$ cat config.mk
export PLATFORM = sky130hd
export DESIGN_NAME = timestamp_text_to_epoch_ns_top
export DESIGN_NICKNAME = d
export VERILOG_FILES = /design/src/rtl/core/ts2ep_pkg.sv /design/src/rtl/core/timestamp_text_to_epoch_ns_top.sv /design/src/rtl/core/ts2ep_mac.sv
export SDC_FILE = /design/constraint.sdc
export NUM_CORES = 2
export LEC_CHECK = 0
export BUFFER_PORTS_ARGS = -buffer_cell sky130_fd_sc_hd__buf_2
export CAP_MARGIN = 5
export CORE_ASPECT_RATIO = 1.4
export CORE_MARGIN = 4
export CORE_UTILIZATION = 70
export CTS_CLUSTER_DIAMETER = 150
export DETAILED_ROUTE_END_ITERATION = 8
export GPL_ROUTABILITY_DRIVEN = 0
export PLACE_DENSITY_LB_ADDON = 0.05
export SYNTH_ARGS = -nofsm -noshare
export SYNTH_HDL_FRONTEND = slang
export SYNTH_SLANG_ARGS = --single-unit
$ cat constraint.sdc
create_clock -name clk -period 19.1 [get_ports clk]
set_clock_uncertainty 0.05 [all_clocks]
set_input_delay 3.82 -clock clk [delete_from_list [all_inputs] [get_ports clk]]
set_output_delay 3.82 -clock clk [all_outputs]
set_load 0.02 [all_outputs]
$ cat src/rtl/core/ts2ep_pkg.sv
`default_nettype none

package ts2ep_pkg;

	// Widest accepted fraction, in digits.
	localparam int unsigned FRACTION_DIGITS = 9;
	// Length of "YYYY-MM-DD HH:MM:SS"; the fraction dot sits at this position.
	localparam int unsigned BASE_LEN = 19;
	localparam int unsigned NS_DIGITS = 9;

	localparam logic [7:0] CHAR_DASH  = 8'h2D;
	localparam logic [7:0] CHAR_COLON = 8'h3A;
	localparam logic [7:0] CHAR_DOT   = 8'h2E;
	localparam logic [7:0] CHAR_SPACE = 8'h20;
	localparam logic [7:0] CHAR_ZERO  = 8'h30;
	localparam logic [7:0] CHAR_NINE  = 8'h39;

	// x / 25 == (x * DIV25_RECIP) >> DIV25_SHIFT for x below 2600.
	localparam int unsigned DIV25_RECIP = 1311;
	localparam int unsigned DIV25_SHIFT = 15;

	localparam int unsigned YEAR_SHIFT       = 400;
	localparam int unsigned DAYS_PER_YEAR    = 365;
	localparam int unsigned SEC_PER_DAY      = 86400;
	localparam int unsigned SEC_PER_HOUR     = 3600;
	localparam int unsigned SEC_PER_MIN      = 60;
	localparam int unsigned CENTURY          = 100;
	// Day count of 1970-01-01 from the shifted origin, plus one for the 1-based day.
	localparam int unsigned DAY_BASE_OFFSET  = 865566;
	localparam int unsigned NS_PER_SEC       = 1000000000;
	// Split point of the seconds value for the two partial products.
	localparam int unsigned SECS_SPLIT       = 31;

	// Limits of signed 64-bit nanoseconds, as seconds and nanosecond remainder.
	localparam logic signed [39:0] SECS_MAX = 40'sd9223372036;
	localparam logic signed [39:0] SECS_MIN = -40'sd9223372037;
	localparam logic [29:0] FRAC_AT_MAX     = 30'd854775807;
	localparam logic [29:0] FRAC_AT_MIN     = 30'd145224192;

	typedef enum logic [2:0] {
		ST_OK          = 3'd0,
		ST_FORMAT      = 3'd1,
		ST_NONDIGIT    = 3'd2,
		ST_RANGE       = 3'd3,
		ST_FRAC_SEP    = 3'd4,
		ST_FRAC_DIGITS = 3'd5,
		ST_OVERFLOW    = 3'd6
	} status_t;

	typedef enum logic [1:0] {
		ACC_HOLD,
		ACC_ADD,
		ACC_LOAD,
		ACC_LOAD_ADD
	} acc_op_t;

	typedef struct packed {
		logic signed [31:0] mul_a;
		logic [29:0]        mul_b;
		logic               mul_hi;
		acc_op_t            op;
		logic signed [63:0] load_val;
	} mac_ctl_t;

	function automatic logic [4:0] month_len(input logic [6:0] m, input logic leap);
		logic [4:0] len;
		case (m) inside
			7'd1, 7'd3, 7'd5, 7'd7, 7'd8, 7'd10, 7'd12: len = 5'd31;
			7'd4, 7'd6, 7'd9, 7'd11:                    len = 5'd30;
			7'd2:                                       len = leap ? 5'd29 : 5'd28;
			default:                                    len = 5'd0;
		endcase
		return len;
	endfunction

	// Days from March 1 to the first of the month, year starting in March.
	function automatic logic [8:0] month_offset(input logic [6:0] m);
		logic [8:0] off;
		case (m)
			7'd3:    off = 9'd0;
			7'd4:    off = 9'd31;
			7'd5:    off = 9'd61;
			7'd6:    off = 9'd92;
			7'd7:    off = 9'd122;
			7'd8:    off = 9'd153;
			7'd9:    off = 9'd184;
			7'd10:   off = 9'd214;
			7'd11:   off = 9'd245;
			7'd12:   off = 9'd275;
			7'd1:    off = 9'd306;
			7'd2:    off = 9'd337;
			default: off = 9'd0;
		endcase
		return off;
	endfunction

	function automatic logic [29:0] pow10(input logic [3:0] k);
		logic [29:0] v;
		case (k)
			4'd1:    v = 30'd10;
			4'd2:    v = 30'd100;
			4'd3:    v = 30'd1000;
			4'd4:    v = 30'd10000;
			4'd5:    v = 30'd100000;
			4'd6:    v = 30'd1000000;
			4'd7:    v = 30'd10000000;
			4'd8:    v = 30'd100000000;
			4'd9:    v = 30'd1000000000;
			default: v = 30'd1;
		endcase
		return v;
	endfunction

endpackage

`default_nettype wire

$ cat src/rtl/core/timestamp_text_to_epoch_ns_top.sv
// Channel  Valid         Stall         Payload
// text     text_valid    text_stall    text_byte[7:0], last_byte
// result   result_valid  result_stall  epoch_ns[63:0] (signed), status[2:0]
//
// Text bytes are taken while collecting. After the final byte the text side stalls while
// one shared multiply-accumulate unit runs the conversion; a length, separator or digit
// error ends it at the first step, a range or fraction error at the day step, and the
// end waits while the result side stalls with the previous result unread.
// arst_n clears the sequencer, the field accumulators and the result valid.
`default_nettype none

module timestamp_text_to_epoch_ns_top
	import ts2ep_pkg::*;
#(
	parameter int unsigned FRAC_DIGITS = FRACTION_DIGITS
)
(
	input  wire logic               clk,
	input  wire logic               arst_n,
	input  wire logic               text_valid,
	output logic                    text_stall,
	input  wire logic [7:0]         text_byte,
	input  wire logic               last_byte,
	output logic                    result_valid,
	input  wire logic               result_stall,
	output logic signed [63:0]      epoch_ns,
	output logic [2:0]              status
);

	typedef enum logic [1:0] {
		S_COLLECT = 2'b01,
		S_CONVERT = 2'b10
	} state_t;

	localparam logic [3:0] STEP_Y_DIV   = 4'd0;
	localparam logic [3:0] STEP_YY_DIV  = 4'd1;
	localparam logic [3:0] STEP_DAYS    = 4'd2;
	localparam logic [3:0] STEP_YEARS   = 4'd3;
	localparam logic [3:0] STEP_TOD     = 4'd4;
	localparam logic [3:0] STEP_SECS    = 4'd5;
	localparam logic [3:0] STEP_NS_LO   = 4'd6;
	localparam logic [3:0] STEP_NS_HI   = 4'd7;
	localparam logic [3:0] STEP_SUM     = 4'd8;
	localparam logic [3:0] STEP_LAST    = 4'd9;

	state_t             state_q;
	logic [3:0]         step_q;
	logic [4:0]         pos_q;
	logic [13:0]        year_q;
	logic [6:0]         month_q;
	logic [6:0]         day_q;
	logic [6:0]         hour_q;
	logic [6:0]         minute_q;
	logic [6:0]         second_q;
	logic [29:0]        frac_q;
	logic [3:0]         fcount_q;
	logic [3:0]         err_q;
	logic [4:0]         last_pos_q;
	logic               leap_q;
	logic signed [39:0] secs_q;
	logic [29:0]        fracs_q;
	logic               out_valid_q;
	logic signed [63:0] epoch_q;
	status_t            status_q;

	mac_ctl_t           ctl;
	logic signed [63:0] prod;
	logic signed [63:0] acc;

	logic               accept;
	logic               is_digit;
	logic [3:0]         digit;
	logic [3:0]         fcount_n;
	logic [13:0]        yy;
	logic [6:0]         quot;
	logic               leap_n;
	logic [4:0]         mlen;
	logic               range_bad;
	logic signed [23:0] day_base;
	logic [12:0]        tod;
	logic               fits;
	status_t            early_code;
	status_t            late_code;
	status_t            fin_code;
	logic               done_here;
	logic               out_free;
	logic               finish_go;

	assign text_stall = (state_q != S_COLLECT);
	assign accept     = text_valid && !text_stall;
	assign is_digit   = (text_byte >= CHAR_ZERO) && (text_byte <= CHAR_NINE);
	assign digit      = text_byte[3:0];
	assign fcount_n   = (fcount_q < 4'd15) ? fcount_q + 4'd1 : fcount_q;

	// Collect fields, one text byte per item.
	always_ff @(posedge clk or negedge arst_n) begin
		if (!arst_n) begin
			pos_q      <= '0;
			year_q     <= '0;
			month_q    <= '0;
			day_q      <= '0;
			hour_q     <= '0;
			minute_q   <= '0;
			second_q   <= '0;
			frac_q     <= '0;
			fcount_q   <= '0;
			err_q      <= '0;
			last_pos_q <= '0;
		end else if (finish_go) begin
			pos_q    <= '0;
			year_q   <= '0;
			month_q  <= '0;
			day_q    <= '0;
			hour_q   <= '0;
			minute_q <= '0;
			second_q <= '0;
			frac_q   <= '0;
			fcount_q <= '0;
			err_q    <= '0;
		end else if (accept) begin
			case (pos_q) inside
				[5'd0:5'd3]: begin
					if (is_digit) year_q <= 14'(year_q * 14'd10 + {10'd0, digit});
					else err_q[1] <= 1'b1;
				end
				5'd4, 5'd7: begin
					if (text_byte != CHAR_DASH) err_q[0] <= 1'b1;
				end
				5'd5, 5'd6: begin
					if (is_digit) month_q <= 7'(month_q * 7'd10 + {3'd0, digit});
					else err_q[1] <= 1'b1;
				end
				5'd8, 5'd9: begin
					if (is_digit) day_q <= 7'(day_q * 7'd10 + {3'd0, digit});
					else err_q[1] <= 1'b1;
				end
				5'd10: begin
					if (text_byte != CHAR_SPACE) err_q[0] <= 1'b1;
				end
				5'd11, 5'd12: begin
					if (is_digit) hour_q <= 7'(hour_q * 7'd10 + {3'd0, digit});
					else err_q[1] <= 1'b1;
				end
				5'd13, 5'd16: begin
					if (text_byte != CHAR_COLON) err_q[0] <= 1'b1;
				end
				5'd14, 5'd15: begin
					if (is_digit) minute_q <= 7'(minute_q * 7'd10 + {3'd0, digit});
					else err_q[1] <= 1'b1;
				end
				5'd17, 5'd18: begin
					if (is_digit) second_q <= 7'(second_q * 7'd10 + {3'd0, digit});
					else err_q[1] <= 1'b1;
				end
				5'd19: begin
					if (text_byte != CHAR_DOT) err_q[2] <= 1'b1;
				end
				default: begin
					fcount_q <= fcount_n;
					if (!is_digit || fcount_n > 4'(FRAC_DIGITS)) err_q[3] <= 1'b1;
					else frac_q <= 30'(frac_q * 30'd10 + {26'd0, digit});
				end
			endcase
			if (pos_q != 5'd31) pos_q <= pos_q + 5'd1;
			if (last_byte) last_pos_q <= pos_q;
		end
	end

	// Shifted year keeps the day count positive; Jan and Feb count with the year before.
	assign yy       = year_q + 14'(YEAR_SHIFT) - {13'd0, month_q <= 7'd2};
	assign quot     = prod[DIV25_SHIFT +: 7];
	assign leap_n   = (year_q[1:0] == 2'd0) &&
		((year_q != 14'(quot) * 14'(CENTURY)) || (quot[1:0] == 2'd0));
	assign mlen     = month_len(month_q, leap_q);
	assign range_bad = (month_q < 7'd1) || (month_q > 7'd12) || (day_q < 7'd1) ||
		(day_q > {2'd0, mlen}) || (hour_q > 7'd23) || (minute_q > 7'd59) ||
		(second_q > 7'd59);
	assign day_base = 24'(yy >> 2) - 24'(quot) + 24'(quot >> 2) +
		24'(month_offset(month_q)) + 24'(day_q) - 24'(DAY_BASE_OFFSET);
	assign tod      = 13'(minute_q) * 13'(SEC_PER_MIN) + 13'(second_q);
	assign fits     = ((secs_q > SECS_MIN) && (secs_q < SECS_MAX)) ||
		((secs_q == SECS_MAX) && (fracs_q <= FRAC_AT_MAX)) ||
		((secs_q == SECS_MIN) && (fracs_q >= FRAC_AT_MIN));

	always_comb begin
		if ((last_pos_q < 5'(BASE_LEN - 1)) || err_q[0]) early_code = ST_FORMAT;
		else if (err_q[1])                               early_code = ST_NONDIGIT;
		else                                             early_code = ST_OK;
	end

	always_comb begin
		if (range_bad)
			late_code = ST_RANGE;
		else if ((last_pos_q > 5'(BASE_LEN - 1)) && err_q[2])
			late_code = ST_FRAC_SEP;
		else if ((last_pos_q > 5'(BASE_LEN - 1)) &&
				((last_pos_q == 5'(BASE_LEN)) || err_q[3]))
			late_code = ST_FRAC_DIGITS;
		else
			late_code = ST_OK;
	end

	// Sequence the shared unit: a product issued in one step is read or added in the next.
	always_comb begin
		ctl          = '0;
		ctl.op       = ACC_HOLD;
		done_here    = 1'b0;
		fin_code     = ST_OK;
		if (state_q == S_CONVERT) begin
			unique case (step_q)
				STEP_Y_DIV: begin
					ctl.mul_a = $signed(32'(year_q >> 2));
					ctl.mul_b = 30'(DIV25_RECIP);
					done_here = (early_code != ST_OK);
					fin_code  = early_code;
				end
				STEP_YY_DIV: begin
					ctl.mul_a = $signed(32'(yy >> 2));
					ctl.mul_b = 30'(DIV25_RECIP);
				end
				STEP_DAYS: begin
					ctl.mul_a    = $signed(32'(yy));
					ctl.mul_b    = 30'(DAYS_PER_YEAR);
					ctl.op       = ACC_LOAD;
					ctl.load_val = 64'(day_base);
					done_here    = (late_code != ST_OK);
					fin_code     = late_code;
				end
				STEP_YEARS: begin
					ctl.mul_a = $signed(32'(hour_q));
					ctl.mul_b = 30'(SEC_PER_HOUR);
					ctl.op    = ACC_ADD;
				end
				STEP_TOD: begin
					ctl.mul_a    = $signed(acc[31:0]);
					ctl.mul_b    = 30'(SEC_PER_DAY);
					ctl.op       = ACC_LOAD_ADD;
					ctl.load_val = 64'(tod);
				end
				STEP_SECS: begin
					ctl.mul_a = $signed(32'(frac_q));
					ctl.mul_b = pow10(4'(NS_DIGITS) - fcount_q);
					ctl.op    = ACC_ADD;
				end
				STEP_NS_LO: begin
					ctl.mul_a = $signed({1'b0, acc[30:0]});
					ctl.mul_b = 30'(NS_PER_SEC);
					ctl.op    = ACC_LOAD_ADD;
				end
				STEP_NS_HI: begin
					ctl.mul_a  = 32'($signed(secs_q[39:31]));
					ctl.mul_b  = 30'(NS_PER_SEC);
					ctl.mul_hi = 1'b1;
					ctl.op     = ACC_ADD;
				end
				STEP_SUM: begin
					ctl.op = ACC_ADD;
				end
				STEP_LAST: begin
					done_here = 1'b1;
					fin_code  = fits ? ST_OK : ST_OVERFLOW;
				end
				default: begin
					done_here = 1'b1;
					fin_code  = ST_OVERFLOW;
				end
			endcase
		end
	end

	assign out_free  = !out_valid_q || !result_stall;
	assign finish_go = done_here && out_free;

	ts2ep_mac u_mac (
		.clk  (clk),
		.ctl  (ctl),
		.prod (prod),
		.acc  (acc)
	);

	always_ff @(posedge clk or negedge arst_n) begin
		if (!arst_n) begin
			state_q <= S_COLLECT;
			step_q  <= STEP_Y_DIV;
		end else begin
			unique case (state_q)
				S_COLLECT: begin
					if (accept && last_byte) begin
						state_q <= S_CONVERT;
						step_q  <= STEP_Y_DIV;
					end
				end
				S_CONVERT: begin
					if (finish_go) state_q <= S_COLLECT;
					else if (!done_here) step_q <= step_q + 4'd1;
				end
				default: state_q <= S_COLLECT;
			endcase
		end
	end

	always_ff @(posedge clk) begin
		if (state_q == S_CONVERT && step_q == STEP_YY_DIV) leap_q <= leap_n;
		if (state_q == S_CONVERT && step_q == STEP_NS_LO) begin
			secs_q  <= acc[39:0];
			fracs_q <= prod[29:0];
		end
		if (finish_go) begin
			status_q <= fin_code;
			epoch_q  <= (fin_code == ST_OK) ? acc : 64'sd0;
		end
	end

	always_ff @(posedge clk or negedge arst_n) begin
		if (!arst_n) begin
			out_valid_q <= 1'b0;
		end else if (finish_go) begin
			out_valid_q <= 1'b1;
		end else if (out_valid_q && !result_stall) begin
			out_valid_q <= 1'b0;
		end
	end

	assign result_valid = out_valid_q;
	assign epoch_ns     = epoch_q;
	assign status       = status_q;

	a_step_bound: assert property (@(posedge clk) disable iff (!arst_n)
		state_q == S_CONVERT |-> step_q <= STEP_LAST)
		else $error("conversion step past the last one");

	a_enter: assert property (@(posedge clk) disable iff (!arst_n)
		(accept && last_byte) |=> (state_q == S_CONVERT && step_q == STEP_Y_DIV))
		else $error("final byte did not start the conversion");

	a_rose_from_convert: assert property (@(posedge clk) disable iff (!arst_n)
		$rose(result_valid) |-> $past(state_q == S_CONVERT))
		else $error("result appeared without a conversion");

	a_error_zero: assert property (@(posedge clk) disable iff (!arst_n)
		(result_valid && status != ST_OK) |-> epoch_ns == 64'sd0)
		else $error("failed item carries a nonzero value");

	a_cleared: assert property (@(posedge clk) disable iff (!arst_n)
		(state_q == S_COLLECT && $past(state_q == S_CONVERT)) |->
			(pos_q == 5'd0 && err_q == 4'd0 && fcount_q == 4'd0))
		else $error("collector not cleared after a result");

endmodule

`default_nettype wire

$ cat src/rtl/core/ts2ep_mac.sv
`default_nettype none

module ts2ep_mac
	import ts2ep_pkg::*;
(
	input  wire logic               clk,
	input  mac_ctl_t                ctl,
	output logic signed [63:0]      prod,
	output logic signed [63:0]      acc
);

	logic signed [62:0] mul_p;
	logic signed [63:0] mul_ext;
	logic signed [63:0] prod_q;
	logic signed [63:0] acc_q;

	assign mul_p   = 63'(ctl.mul_a) * 63'($signed({1'b0, ctl.mul_b}));
	assign mul_ext = 64'(mul_p);

	always_ff @(posedge clk) begin
		prod_q <= ctl.mul_hi ? (mul_ext <<< SECS_SPLIT) : mul_ext;
		unique case (ctl.op)
			ACC_HOLD:     acc_q <= acc_q;
			ACC_ADD:      acc_q <= acc_q + prod_q;
			ACC_LOAD:     acc_q <= ctl.load_val;
			ACC_LOAD_ADD: acc_q <= ctl.load_val + prod_q;
		endcase
	end

	assign prod = prod_q;
	assign acc  = acc_q;

endmodule

`default_nettype wire

; After elaboration in Yosys (flattened, before gate mapping)
; Memory sizes are Yosys's and may differ from the RTL's.
; Index checks and enable logic that the tools add are counted.
[totals]
rom_bits = 624
regBits = 370
wordCells = 391
in_bits = 13
out_inout_bits = 69
n_memories = 2
[memory_table]
columns = name, depth, word_bits, read_ports, rd_ports_with_merged_regs, wr, line
row1 = (no name shown), 16, 30, 1, 0, 0, ts2ep_pkg.sv:99  ; case (k)
row2 = (no name shown), 16, 9, 1, 0, 0, ts2ep_pkg.sv:79  ; case (m)
[op_classes]
muxes = 153
n_addsub = 21
mul = 10
bitwise = 1
n_lt_le_gt_ge = 20
eq_ne = 75
n_reduce_logical = 84
[op_table]
columns = operator, n
row1 = one-hot mux 62 bit (8 select lines), 1
row2 = 2-to-1 mux 30 bit, 13
row3 = 2-to-1 mux 7 bit, 45
row4 = one-hot mux 64 bit (3 select lines), 1
row5 = 2-to-1 mux 129 bit, 1
row6 = adder 64 bit, 2
row7 = one-hot mux 64 bit (2 select lines), 1
row8 = "== test 40 x 35 -> 1 bit, second input constant", 2
row9 = 2-to-1 mux 4 bit, 18
row10 = 2-to-1 mux 64 bit, 1
row11 = multiplier 32 x 31 -> 63 bit, 1
row12 = 2-to-1 mux 14 bit, 4
row13 = 2-to-1 mux 1 bit, 47
row14 = "== test 5 x 4 -> 1 bit, second input constant", 8
row15 = "greater-than comparator 40 x 35 -> 1 bit, second input constant", 1
row16 = "less-than comparator 40 x 35 -> 1 bit, second input constant", 1
row17 = AND reduction 12 bit, 3
row18 = adder 7 x 4 -> 7 bit, 5
row19 = "== test 7 x 4 -> 1 bit, second input constant", 5
row20 = "multiplier 7 x 3 -> 6 bit, second input constant", 5
row21 = "inequality test 8 x 6 -> 1 bit, second input constant", 4
row22 = adder 30 x 4 -> 30 bit, 1
row23 = ">= comparator 30 x 28 -> 1 bit, second input constant", 1
row24 = "<= comparator 30 bit, second input constant", 1
row25 = other kinds (83), 192

; Longest topological paths before layout
[logic_depth]
depth_word = 17
depth_mapped = 46
ltp_nobuf = 45

; Cells and area by module
; A second synthesis with hierarchy kept.
[unflattened]
hier_cells = 6799
area_unflattened_um2 = 63263.2
[modules_own_cells]
columns = mod, area_per_inst_um2, seq_area_each_um2, cells_per_inst, instances
row1 = ts2ep_mac, 43653.1, 3203.1, 4706, 1
row2 = timestamp_text_to_epoch_ns_top, 19610.1, 6477.5, 2093, 1

; Least setup slack after synthesis
; OpenSTA, ideal clock, no wires.
[synth_path]
kind = reg2reg
start = reg month_q[5]
end = reg u_mac.prod_q[60], in the netlist u_mac.prod[60]
path_buffers = 2
setup_ps = 125
t_required_ps = 18925
slack_ps = 8394
synth_period_minus_slack_ps = 10706
stages_incl_launch_ff = 42
t_arrival_ps = 10531
path_cell_list = dfrtp_1 -> or3_1 -> nor3_2 -> o21a_1 -> ha_1 -> inv_1 -> ha_1 -> fa_1 -> a21oi_1 -> o21bai_1 -> a311oi_1 -> o21ai_0 -> a21o_1 -> a21oi_1 -> xnor2_2 -> nand2_1 -> and4_1 -> clkbuf_1 -> (+6 left out) -> fa_1 -> fa_1 -> fa_1 -> fa_1 -> inv_1 -> fa_1 -> inv_1 -> ha_1 -> clkbuf_1 -> a21o_1 -> a211o_1 -> a221oi_1 -> nand2_1 -> a41oi_2 -> o21ai_1 -> a2111oi_0 -> or4_1 -> nand3_1
[synth_between]
elab_chain_cells = 6
[synth_lines]
columns = item, line
row1 = "start, declared", timestamp_text_to_epoch_ns_top.sv:50  ; logic [6:0] month_q;
row2 = "start signal, assigned", timestamp_text_to_epoch_ns_top.sv:130  ; if (is_digit) month_q <= 7'(month_q * 7'd10 + {3'd0, digit});
row3 = <= comparator 7 x 2 -> 1 bit, timestamp_text_to_epoch_ns_top.sv:170  ; assign yy = year_q + 14'(YEAR_SHIFT) - {13'd0, month_q <= 7'd2};
row4 = subtractor 14 x 1 -> 14 bit, timestamp_text_to_epoch_ns_top.sv:170
row5 = one-hot mux 62 bit (8 select lines), timestamp_text_to_epoch_ns_top.sv:210  ; unique case (step_q)
row6 = 2-to-1 mux 129 bit, timestamp_text_to_epoch_ns_top.sv:209  ; if (state_q == S_CONVERT) begin
row7 = multiplier 32 x 31 -> 63 bit, ts2ep_mac.sv:17  ; assign mul_p = 63'(ctl.mul_a) * 63'($signed({1'b0, ctl.mul_b}));
row8 = 2-to-1 mux 64 bit, ts2ep_mac.sv:21  ; prod_q <= ctl.mul_hi ? (mul_ext <<< SECS_SPLIT) : mul_ext;
row9 = "end signal, assigned", ts2ep_mac.sv:21
row10 = "end, declared", ts2ep_mac.sv:14  ; logic signed [63:0] prod_q;
; No other way between the ends.
; A chain may end at the register's enable or synchronous reset.

; Worst setup path in the final report
; Same ends and word-level chain as after synthesis.

==> results.toml <==
[run_status]
status = "finished, violations left"
failed_checks = "design-rule violations"

[pwr]
total_power_w = 0.00455
leakage_nw = 31.2
ir_drop_v = 0.000216
p_per_area_nw_per_um2 = 71.8

[timing]
slew_viol_final = 0
finalSetupTns_ps = 0
hold_viol = 0
finalCriticalPeriod_ps = 12600
max_freq_ghz = 0.0794
setup_violations = 0
slew_headroom_pct = 5.72
worstMarginPinSlew_ps = 1410
layout_worst_path_cycle_share_pct = 65.9
rsz0062_at_grt = "false"

[worst_setup_path]
slowest_stage = "fa_1"
slowest_delay_ps = 630
crit_type = "reg2reg"
startpoint_type = "flip-flop"
crit_fanout = 9
crit_required_ps = 19490
endpoint_kind = "flip-flop"
path_common_cell = "fa_1"
worstPathArrival_ps = 12990

[placement]
numPortBuffers = 81
place_area_um2 = 62100
dpl.hpwl_um = 162000

[clock_network]
clk_path_buf_depth = 3
clk_pin_slew_ps = 70
cts_tree = "built"
clock_sinks = 361
cts_max_level = 2
cts_resized = 0
cts_buffers = 35
cts_hold_buf = 0
clockRootBuffer = "clkbuf_16"
clk_latency_ps = 570
cts_setup_buffers = 0

[die]
start_util_pct = 70.6
io_pins = 82
core_um2 = 85800
die_w_um = 257
num_rows = 127
die_area_um2 = 91300
fp.dieH_um = 356

[routing]
drtPass1Iterations = 9
wl_met1_um = 62700
met2_length_um = 92400
top_layer_used = "met5"
avgRoutedWirePerCell_um = 26.4
drc = 1
wl_um = 204000
drtIter0Drc = 5610
drt-vias-per-instance = 6.45
drtAntennaViolNets = 0
dr_total_vias = 49900
wl_met3_um = 23600

[synth]
synthCells = 6638
ys_ff_latch = 361
synth.avg_cell_area_um2 = 9.12
synth.net_count = 8179
synth_area_um2 = 60500
async_flop_share_pct = 28.8
yosysWarnings = 0
synth_ff_type = "edfxtp_1"
ys_seq_area_share_pct = 16.0
ys_types = 104
synth_edf_count = 193

[grt]
grt_overflow_total = 0
grt_pass1_wl_um = 311000
grt_pass1_vias = 52100
antenna_found_initial = 22
grt_max_degree = 67
grt.total_usage_pct = 45.6

[layout]
final_cell_mix = "inv_1 (1248), fa_1 (1050), nand2_1 (934), ha_1 (478), nor2_1 (435)"
finalInstanceArea_um2 = 63300
final_common_cell = "inv_1"
drive_gt1_share_pct = 4.96
nNetsFinal = 8146
layout-area-overhead-vs-synth_pct = 4.61

[hold_path]
hold_class = "reg2reg"

[run]
drv_cap = 0
==> path summary, 6_finish.rpt <==
check	from	endpoint	slack, ps	cells after the start
min in group asynchronous	arst_n	frac_q[23]$_DFFE_PN0P_	3310	1
worst min-delay path	u_mac.prod[9]$_SDFF_PP0_	fracs_q[9]$_DFFE_PP_	420	0
worst min register to register	u_mac.prod[9]$_SDFF_PP0_	fracs_q[9]$_DFFE_PP_	420	0
worst max register to register	month_q[5]$_DFFE_PN0P_	u_mac.prod[60]$_DFF_P_	6500	44
max in group asynchronous	arst_n	second_q[1]$_DFFE_PN0P_	14490	2
worst max-delay path	month_q[5]$_DFFE_PN0P_	u_mac.prod[60]$_DFF_P_	6500	44
==> metal layers <==
| layer | up-vias | track usage [%] |
|---|---|---|
| met5 | - | 1.82 |
| met4 | 16 | 41.9 |
| met3 | 1405 | 15.6 |
| met2 | 3335 | 71.2 |
| met1 | 24100 | 48.6 |
| li1 | 21000 | - |
==> final cells by class <==
type,count,area (um^2)
flip-flops and latches,361,9680
fillers,6496,22500
well taps,1096,1370
clock inverters,18,183
repair buffers,175,1110
clock buffers,45,946
inverters,1248,4680
diodes,19,47.5
multi-input cells,4784,45300
==> through the flow <==
step                      hold WS (ps)  cells  utilization (%)  setup slack, ps
final                              421   7746             73.8             6500
after global routing               428   7730             73.8             5890
after CTS                          409   7727             73.7             6780
after detailed placement           389   7664             72.4             6830
after global placement             388   7664             72.4             6990
after floorplan                    365   6638                -             8390
==> power breakdown <==
group	switching [W]	internal [W]	total, W	leakage [nW]
Sequential	0.000136	0.000884	0.00102	3.61
Combinational	0.00168	0.00113	0.00281	27.0
Clock	0.000329	0.000385	0.000714	0.550
Total	0.00214	0.00240	0.00455	31.2
==> critical path: cells and delay by family (launching register included) <==
family / cells / cell delay (ps)
AOI/OAI and AO/OA: 15 / 3560
adders and majority gates: 12 / 5360
buffers and inverters: 7 / 410
and+or+nand+nor: 9 / 2510
xor gates and xnor gates: 1 / 170
DFF: 1 / 420
==> Yosys cell counts, types with 21 or more instances <==
master       n  area share [%]
a211oi_1    34            0.42
a21o_1     113             1.4
a21oi_1    277             2.3
a221o_1     23            0.38
a22oi_1     28            0.35
a31oi_1     32            0.33
and2_1      62            0.64
and2b_1     25            0.31
and3_1      42            0.43
clkbuf_1   207             1.3
dfrtp_1    103             4.3
dfxtp_1     64             2.1
edfxtp_1   193             9.6
fa_1      1050              35
ha_1       478             9.9
inv_1     1248             7.7
mux2_2      23            0.43
mux2i_1     21            0.35
nand2_1    934             5.8
nand2b_1    34            0.35
nand3_1     71            0.59
nand4_1     46            0.48
nor2_1     440             2.7
nor2b_1     83            0.86
nor3_1      65            0.54
o21a_1      74            0.92
o21ai_0    189             1.6
o21bai_1    39            0.48
o22ai_1     33            0.34
xnor2_1    175             2.5
xor2_1     120             1.7
==> registers in the layout (all words and copies together), names as in the netlist <==
name	flops
leap_q	1
state_q	2
pos_q	5
frac_q	30
second_q	7
epoch_ns	64
secs_q	40
day_q	7
hour_q	7
result_valid	1
minute_q	7
last_pos_q	5
err_q	4
fracs_q	21
month_q	7
u_mac.acc	64
year_q	14
fcount_q	4
status	3
step_q	4
u_mac.prod	64
==> cells by family after synthesis <==
logic type | after synthesis | synth area share, %
compound gates | 995 | 10.7
xor+xnor | 296 | 4.29
simple gates | 1918 | 14.2
flops | 361 | 16.0
mux | 44 | 0.775
fa+ha+maj | 1531 | 44.7
buf+inv | 1493 | 9.38
Power figures use the tool's default switching activity.
